--- config.mk ---
export PLATFORM = sky130hd
export DESIGN_NAME = lpht_ram
export DESIGN_NICKNAME = d
export VERILOG_FILES = /design/src/hw/rtl/linear_probe_hash_table_defines.svh /design/src/hw/rtl/lpht_ram.sv
export SDC_FILE = /design/constraint.sdc
export NUM_CORES = 1
export LEC_CHECK = 0
export BUFFER_PORTS_ARGS = -buffer_cell sky130_fd_sc_hd__buf_4
export CAP_MARGIN = 20
export CORE_MARGIN = 3
export CORE_UTILIZATION = 56
export CTS_BUF_LIST = sky130_fd_sc_hd__clkbuf_4 sky130_fd_sc_hd__clkbuf_8 sky130_fd_sc_hd__clkbuf_16
export CTS_CLUSTER_DIAMETER = 40
export CTS_CLUSTER_SIZE = 40
export DETAILED_ROUTE_END_ITERATION = 7
export PLACE_DENSITY = 0.74
export SETUP_SLACK_MARGIN = 0.3
export SYNTH_ARGS = -nofsm -noshare
export SYNTH_HDL_FRONTEND = slang
export SYNTH_SLANG_ARGS = --single-unit
--- constraint.sdc ---
create_clock -name i_clk -period 1.8 [get_ports i_clk]
set_input_delay 0.09 -clock i_clk [delete_from_list [all_inputs] [get_ports i_clk]]
set_output_delay 0.09 -clock i_clk [all_outputs]
set_load 0.05 [all_outputs]
--- src/hw/rtl/linear_probe_hash_table_defines.svh ---
// Assertion macros for the hash table RTL.
`ifndef LINEAR_PROBE_HASH_TABLE_DEFINES_SVH
`define LINEAR_PROBE_HASH_TABLE_DEFINES_SVH

`ifndef SYNTHESIS
// A property that must hold at every clock edge out of reset.
`define LPHT_ASSERT(name, clk, rst_n, prop) \
    name: assert property (@(posedge clk) disable iff (!rst_n) prop) \
        else $error("lpht: property violated");
// A condition that must hold in the cycle after its trigger.
`define LPHT_ASSERT_NEXT(name, clk, rst_n, ante, cons) \
    name: assert property (@(posedge clk) disable iff (!rst_n) (ante) |=> (cons)) \
        else $error("lpht: next-cycle property violated");
`else
`define LPHT_ASSERT(name, clk, rst_n, prop)
`define LPHT_ASSERT_NEXT(name, clk, rst_n, ante, cons)
`endif

`endif

--- src/hw/rtl/lpht_ram.sv ---
module lpht_ram #(
    parameter int WIDTH = 8,
    parameter int DEPTH = 64
) (
    input  logic                     i_clk,
    input  logic                     i_we,
    input  logic [$clog2(DEPTH)-1:0] i_waddr,
    input  logic [WIDTH-1:0]         i_wdata,
    input  logic [$clog2(DEPTH)-1:0] i_raddr,
    output logic [WIDTH-1:0]         o_rdata
);

    logic [WIDTH-1:0] mem [DEPTH];
    logic [WIDTH-1:0] r_rdata;

    // One write port and one registered read port.
    always_ff @(posedge i_clk) begin
        if (i_we) begin
            mem[i_waddr] <= i_wdata;
        end
        r_rdata <= mem[i_raddr];
    end

    assign o_rdata = r_rdata;

endmodule

# Yosys cells after proc, flatten, opt, wreduce, memory -nomap -nowiden

Memories as Yosys holds them, arrays and structs flattened. A register that Yosys moved wholly into a read port is not among the register bits.
Index checks and enable logic that the tools add are counted.

Register bits after elaboration: 0
RAM bits: 512
Input bits: 22
Output and inout port bits: 8
Logic and storage cells: 3
Memories kept: 1

Muxes and demuxes: 2

Memory list:

| memory | depth | bits a word | read ports | clocked after memory_dff | wr ports | RTL line       | text |
|---|---|---|---|---|---|---|---|
| mem    | 64    | 8           | 1          | 1                        | 1        | lpht_ram.sv:13 | `logic [WIDTH-1:0] mem [DEPTH];` |

Operators by type and width:

| cell    | number |
|---|---|
| $mux W1 | 2 |

# Longest topological paths before layout

Gate-level depths: netlist (run 1).

Depth after elaboration: 2
Depth in mapped cells: 9
Mapped depth without buffers: 5

# Least setup slack after synthesis (run 1)

Ideal clock, no wire load.

Path kind: input to register
Start point: in i_raddr[1]
End point: reg r_rdata[3] (netlist: o_rdata[3]) (read register of mem)
Library setup time: 128 ps
Arrival time: 1,630 ps
Data required time: 1,672 ps
Path slack: 42 ps
Stages on the path: 7
Buffers on the path: 3
Cells stage by stage: buf_4 -> buf_2 -> buf_2 -> mux4_2 -> mux4_2 -> o21ai_1 -> o41ai_1

RTL lines:

| item        | RTL line       | text |
|---|---|---|
| from (decl) | lpht_ram.sv:9  | `input logic [$clog2(DEPTH)-1:0] i_raddr,` |
| to (decl)   | lpht_ram.sv:14 | `logic [WIDTH-1:0] r_rdata;` |

==> results of run 1 <==
## registers in the layout, indices dropped and copies added, names as in the netlist
register / flops
o_rdata: 8
mem: 512
## power groups by stage
stage	combinational (mW)	clock, mW	sequential [mW]
floorplan	0.748	0	13.8
global placement	1.42	0	13.7
detailed placement	1.46	0	13.7
CTS	1.49	11.5	13.4
global route	1.58	12.0	13.4
finish	1.50	11.4	13.4
## metrics by stage
step	total power [mW]	util (%)	area [um2]	setup WS (ps)	setup TNS, ps
detailed placement	15.16	62.40	21870	-397.6	-2423
global placement	15.12	62.40	21870	-341.6	-2161
CTS	26.45	67.95	23820	-103.0	-234.5
finish	26.30	68.09	23870	-110.1	-235.3
floorplan	14.51	-	20320	149.8	0
global route	27.06	68.09	23870	-143.9	-446.2
## cell families after synthesis
| logic type | Yosys count | synth area share [%] |
|---|---|---|
| compound gates | 54 | 2.072 |
| buf+inv | 51 | 1.570 |
| flops | 520 | 77.03 |
| mux | 162 | 15.94 |
| simple gates | 153 | 3.387 |
## timing repair
| item | in CTS | in global routing |
|---|---|---|
| pin swaps | 2 | 2 |
| gates resized for setup | 10 | 12 |
| endpoints found under the hold margin | 9 | 0 |
| hold buffers | 4 | 0 |
| endpoints found under the setup margin | 8 | 8 |
| setup buffers | 0 | 0 |
## synthesized netlist by cell type (all sizes together), types with 3 or more instances
cell / number / area share, %
dfxtp: 8 / 0.79
nand2: 19 / 0.35
a22oi: 3 / 0.11
o221ai: 8 / 0.35
nand3: 13 / 0.32
nor2b: 14 / 0.43
nor3: 7 / 0.17
nor2: 83 / 1.5
edfxtp: 512 / 76
nand3b: 3 / 0.11
a221oi: 6 / 0.26
mux4: 126 / 14
o21ai: 4 / 0.099
mux2: 13 / 0.73
buf: 34 / 1.3
o22ai: 8 / 0.25
clkbuf: 17 / 0.32
o2bb2ai: 3 / 0.13
a21oi: 3 / 0.074
o2111ai: 3 / 0.13
a211oi: 4 / 0.15
mux2i: 23 / 1.1
nand2b: 7 / 0.22
## cell type report
type | count | share of cell area, %
Timing Repair Buffer | 170 | 5.887
Sequential cell | 520 | 65.08
Clock inverter | 41 | 1.840
Clock buffer | 60 | 5.950
Multi-Input combinational cell | 369 | 18.86
Tap cell | 455 | 2.385
## worst min path at each step
stage | startpoint | to | slack (ps) | cells past startpoint
2_1_floorplan | i_wdata[0] | mem[0][0] | 190 | 0
3_3_place_gp | i_raddr[5] | o_rdata[1] | 470 | 3
3_5_place_dp | i_raddr[5] | o_rdata[1] | 480 | 3
4_1_cts | i_waddr[2] | mem[50][3] | 50 | 3
5_1_grt | i_wdata[5] | mem[20][5] | 90 | 1
6_report | i_wdata[5] | mem[20][5] | 60 | 1
## layer usage
metal / vias up / GRT usage, % / part of all wire [%]
met5: - / 0 / 0
met4: 0 / 7.341 / 3.2
met3: 97 / 4.053 / 7.8
met2: 490 / 37.99 / 49
met1: 5261 / 34.15 / 40
li1: 4298 / - / -
## worst max-delay path, cell delays in order, from the launching register on
cell      delay, ps
edfxtp_1        410
mux4_2          470
mux2_4          280
o221a_4         270
nor3_2          110
buf_4           160
o32ai_1          80
==> key figures, run 1 <==
Setup path
  – Reg2Reg Capture Point: o_rdata[4]
  – FF-to-FF Start: mem[24][4]
  – Setup slack, reg-to-reg: -110 ps
  – CP Capture Type: flop
  – Critical Path Sink: o_rdata[4]
  – Crit Path Class: reg -> reg
  – Reg2Reg Depth: 6
  – Worst Setup Start Kind: flop
  – Data required time of the critical path: 2240 ps
  – Crit path launch: mem[24][4]
  – Critical Path AT: 2350 ps
  – CP Max Fanout: 1

Timing
  – Max Freq: 523.5 MHz
  – Max transition margin: 51.49%
  – Worst setup margin: -110.1 ps
  – Final slew viol count: 0
  – Worst slew pin tran: 727.6 ps
  – Minimum clock period after layout: 1910 ps
  – Final Cycle Share: 106.1%
  – Hold Slack: 63.95 ps
  – Clk_skew: 17.37 ps
  – Finish-stage setup viols: 4
  – RSZ-0062 raised after global routing: true
  – Hold Vio Cnt, Final: 0

Synthesis
  – Yosys cell types: 40
  – Register area share after synthesis: 77.03%
  – Mapped Nets: 962
  – Post-Syn Area: 0.02017 mm2
  – Synth async-reset ratio: 0%
  – Main synth FF type: edfxtp_1
  – Synthesis warning total: 0
  – Mapped Cells: 940
  – Synthesized flop and latch total: 520
  – Number of synthesized flops with an enable pin: 512
  – Syn Area/Cell: 21.45 um2

Clocking
  – # clock sinks: 520
  – CTS root buf: clkbuf_16
  – Clk slew on worst S/H paths: 70 ps
  – Cts bufs inserted: 54
  – H-tree Lvls: 2
  – CTS max path bufs: 3
  – Later-pin clock latency in the skew report: 580 ps
  – CTS tree: built

Detailed routing
  – Wire per inst: 27.58 um
  – Post-route ant nets: 0
  – Drt total wl: 44.55 mm
  – Vias: 10.15k
  – Detailed-route DRC error count: 0
  – Vias per inst: 6.282
  – Drt pass-1 iters: 7
  – Initial DRC count: 1169

Outcome
  – Violated checks: negative setup slack
  – Status: complete, but fails checks

Layout
  – Register area: 0.01553 mm2
  – Layout cells sized above 1: 37.84%
  – Multi-input logic area: 0.004501 mm2
  – Most common cell after layout, fill and taps aside: edfxtp_1
  – Area Growth Syn to Fin: 18.36%
  – # fillers: 2135
  – Non-filler cells in the finished layout: 1615
  – Antenna diode count: 0
  – Nets@finish: 1137
  – Most frequent cells in the layout: edfxtp_1 (512), buf_4 (156), mux4_2 (126)

Floorplanning
  – Starting Density: 57.53%
  – Die area: 0.03833 mm2
  – Core footprint: 0.03505 mm2
  – # rows: 68
  – Io pins: 30
  – Chip Height: 195.8 um
  – Die width: 195.8 um

Power and ir drop
  – Seq pwr share: 51.1%
  – Leakage: 7.803 nW
  – Worst vdd ir: 0.0009781 V
  – Clock Power Share: 43.2%
  – P per Cell Area: 1102 mW/mm2
  – Int Pwr: 20.48 mW
  – Net Switching: 5.817 mW
  – Comb pwr share: 5.7%
  – Net Sw Frac: 22.12%

Job
  – Number of max-cap violations: 0

Global routing
  – Initial antenna violation count: 0
  – Tot GR Track Use: 23.68%
  – Global-route wire length before repair: 67.27 mm
  – Grt ovf: 0
  – Vias in the first global route: 10.43k
  – Largest net degree at the start of global routing: 65

Hold path
  – Worst Hold Class: in -> reg

Placement
  – Inst Count DP: 1510
  – PortBufs: 29
  – DP Wirelength: 28.05 mm
  – Routability Congestion: 0.8072
No activity file was read; power rests on OpenSTA's default activity.
==> run 2, diff against run 1 <==
--- a/config.mk
+++ b/config.mk
@@ -9,10 +9,10 @@
 export CAP_MARGIN = 20
 export CORE_MARGIN = 3
-export CORE_UTILIZATION = 56
+export CORE_UTILIZATION = 62
 export CTS_BUF_LIST = sky130_fd_sc_hd__clkbuf_4 sky130_fd_sc_hd__clkbuf_8 sky130_fd_sc_hd__clkbuf_16
 export CTS_CLUSTER_DIAMETER = 40
 export CTS_CLUSTER_SIZE = 40
 export DETAILED_ROUTE_END_ITERATION = 7
-export PLACE_DENSITY = 0.74
+export PLACE_DENSITY = 0.78
 export SETUP_SLACK_MARGIN = 0.3
 export SYNTH_ARGS = -nofsm -noshare
==> constraint.sdc (replaced) <==
create_clock -name i_clk -period 1.77 [get_ports i_clk]
set_input_delay 0.354 -clock i_clk [delete_from_list [all_inputs] [get_ports i_clk]]
set_output_delay 0.354 -clock i_clk [all_outputs]
set_load 0.05 [all_outputs]
==> run 2 against run 1 <==
Compared with the run above: the flow still finishes with violations (negative setup slack); utilization increased by 9.4 points; sequential cell count unchanged; cell count decreased by 3.1%; first-iteration DRC count increased by 19%; die area decreased by 9.4%; routed wire length increased by 9.2%; setup slack got worse by 53 ps; sequential share of layout area decreased by 1.9 points; global-route usage increased by 5.4 points; clock power increased by 4%; clock skew increased by 6.4 ps.
==> key figures, run 2 (same netlist as run 1, synthesis figures left out) <==
Layout
  – # fillers: 1554 (was 2135)
  – Antenna diode count: 0 (unchanged)
  – Non-filler cells in the finished layout: 1565 (was 1615)
  – Layout cells sized above 1: 42.30% (was 37.84%)
  – Most common cell after layout, fill and taps aside: edfxtp_1 (unchanged)
  – Biggest register: mem (unchanged)
  – Nets@finish: 1106 (was 1137)
  – Design area: 0.02463 mm2 (was 0.02387 mm2)
  – Area Growth Syn to Fin: 22.16% (was 18.36%)
  – Number of flip-flops in the largest register: 512 (unchanged)
  – Most frequent cells in the layout: edfxtp_1 (512), mux4_2 (126), buf_4 (91) (was edfxtp_1 (512), buf_4 (156), mux4_2 (126))

Placement
  – Dpl cell area: 0.02249 mm2 (was 0.02187 mm2)
  – Routability Congestion: 0.8185 (was 0.8072)
  – Inst Count DP: 1463 (was 1510)
  – PortBufs: 29 (unchanged)
  – DP Wirelength: 29.58 mm (was 28.05 mm)
  – Post-Place Setup Slack: -814.4 ps (was -397.6 ps)

Detailed routing
  – Vias per inst: 6.621 (was 6.282)
  – Post-route ant nets: 0 (unchanged)
  – Initial DRC count: 1386 (was 1169)
  – Detailed-route DRC error count: 0 (unchanged)
  – Drt pass-1 iters: 5 (was 7)
  – Drt total wl: 48.65 mm (was 44.55 mm)
  – Wire per inst: 31.09 um (was 27.58 um)
  – Vias: 10.36k (was 10.15k)

Floorplanning
  – Die area: 0.03473 mm2 (was 0.03833 mm2)
  – Io pins: 30 (unchanged)
  – # rows: 65 (was 68)
  – Core footprint: 0.03180 mm2 (was 0.03505 mm2)
  – Die width: 186.4 um (was 195.8 um)
  – Starting Density: 63.42% (was 57.53%)
  – Chip Height: 186.4 um (was 195.8 um)

Power and ir drop
  – Worst vdd ir: 0.001242 V (was 0.0009781 V)
  – P per Cell Area: 1106 mW/mm2 (was 1102 mW/mm2)
  – Leakage: 7.847 nW (was 7.803 nW)

Global routing
  – Grt ovf: 0 (unchanged)
  – Initial antenna violation count: 0 (unchanged)
  – Largest net degree at the start of global routing: 65 (unchanged)
  – Global-route wire length before repair: 73.60 mm (was 67.27 mm)
  – Vias in the first global route: 10.83k (was 10.43k)
  – Tot GR Track Use: 29.06% (was 23.68%)

Clocking
  – CTS max path bufs: 3 (unchanged)
  – CTS tree: built (unchanged)
  – # clock sinks: 520 (unchanged)
  – Later-pin clock latency in the skew report: 600 ps (was 580 ps)
  – Post-CTS setup buffer count: 0 (unchanged)
  – H-tree Lvls: 2 (unchanged)
  – CTS root buf: clkbuf_16 (unchanged)
  – Clk slew on worst S/H paths: 70 ps (about the same)
  – Cts bufs inserted: 54 (unchanged)
  – Cts hold-fix bufs: 0 (was 4)

Outcome
  – Violated checks: negative setup slack (unchanged)
  – Status: complete, but fails checks (unchanged)

Setup path
  – Data required time of the critical path: 2230 ps (was 2240 ps)
  – CP Capture Type: flop (unchanged)
  – Crit Path Class: reg -> reg (unchanged)
  – Critical Path AT: 2390 ps (was 2350 ps)
  – Setup slack, reg-to-reg: -160 ps (was -110 ps)
  – CP Max Fanout: 1 (unchanged)
  – Worst Setup Start Kind: flop (unchanged)

Timing
  – Clk_skew: 23.79 ps (was 17.37 ps)
  – Worst setup margin: -162.8 ps (was -110.1 ps)
  – Worst slew pin tran: 751.5 ps (was 727.6 ps)
  – Final slew viol count: 0 (unchanged)
  – Final Cycle Share: 109.2% (was 106.1%)
  – Max transition margin: 49.90% (was 51.49%)
  – Hold Vio Cnt, Final: 0 (unchanged)
  – RSZ-0062 raised after global routing: true (unchanged)
  – Minimum clock period after layout: 1933 ps (was 1910 ps)
  – Max Freq: 517.4 MHz (was 523.5 MHz)
  – Finish-stage setup viols: 8 (was 4)

Hold path
  – Worst Hold Class: in -> reg (unchanged)

Job
  – Number of max-cap violations: 0 (unchanged)
==> run 2: layout make-up <==
type                            instances  area, um2  share of cell area (%)
Sequential cell                       520      15560                   63.15
Multi-Input combinational cell        369       5057                   20.53
Timing Repair Buffer                  139       1569                   6.369
Clock buffer                           60       1403                   5.694
Tap cell                              435      544.3                   2.209
Clock inverter                         42      504.2                   2.047
==> run 2: stage by stage <==
step | hold WS (ps) | power [mW] | TNS, ps | utilization, %
2_1_floorplan | 452.9 | 14.83 | -2872 | -
3_3_place_gp | 758.5 | 15.55 | -5783 | 70.71
3_5_place_dp | 766.8 | 15.59 | -5386 | 70.72
4_1_cts | 147.8 | 27.34 | -497.7 | 77.42
5_1_grt | 171.3 | 27.96 | -876.7 | 77.47
6_report | 166.8 | 27.23 | -584.6 | 77.47
==> run 2: metal layers <==
metal  GRT usage [%]  wire length [um]  up-vias
met5               0                 0        -
met4           8.898              1580        0
met3           6.387              4632      106
met2           46.75             24160      606
met1           41.18             18280     5412
li1                -                 -     4238
==> run 2: worst max-delay path, cell delays in order, from the launching register on <==
cell and delay [ps]:
edfxtp_1 400, mux4_2 490, mux2_4 290, o221a_4 290, nor3_4 230, o32ai_2 120
==> run 2: final timing paths <==
path,cells after the start,from,endpoint
setup / recovery,5,mem[28][6],o_rdata[6]
hold / removal,1,i_wdata[2],mem[8][2]
setup reg to reg,5,mem[28][6],o_rdata[6]
hold reg to reg,4,mem[18][2],o_rdata[2]
==> run 2: power breakdown <==
part / total, mW / switching (mW) / internal (mW)
Sequential: 13.7 / 0.0634 / 13.6
Clock: 11.8 / 5.09 / 6.69
Combinational: 1.76 / 1.03 / 0.734
==> run 2: repair_timing <==
action | in CTS | in global routing
pin swaps | 11 | 2
endpoints found under the setup margin | 16 | 14
resized for setup | 51 | 5
hold endpoints to repair | 0 | 0
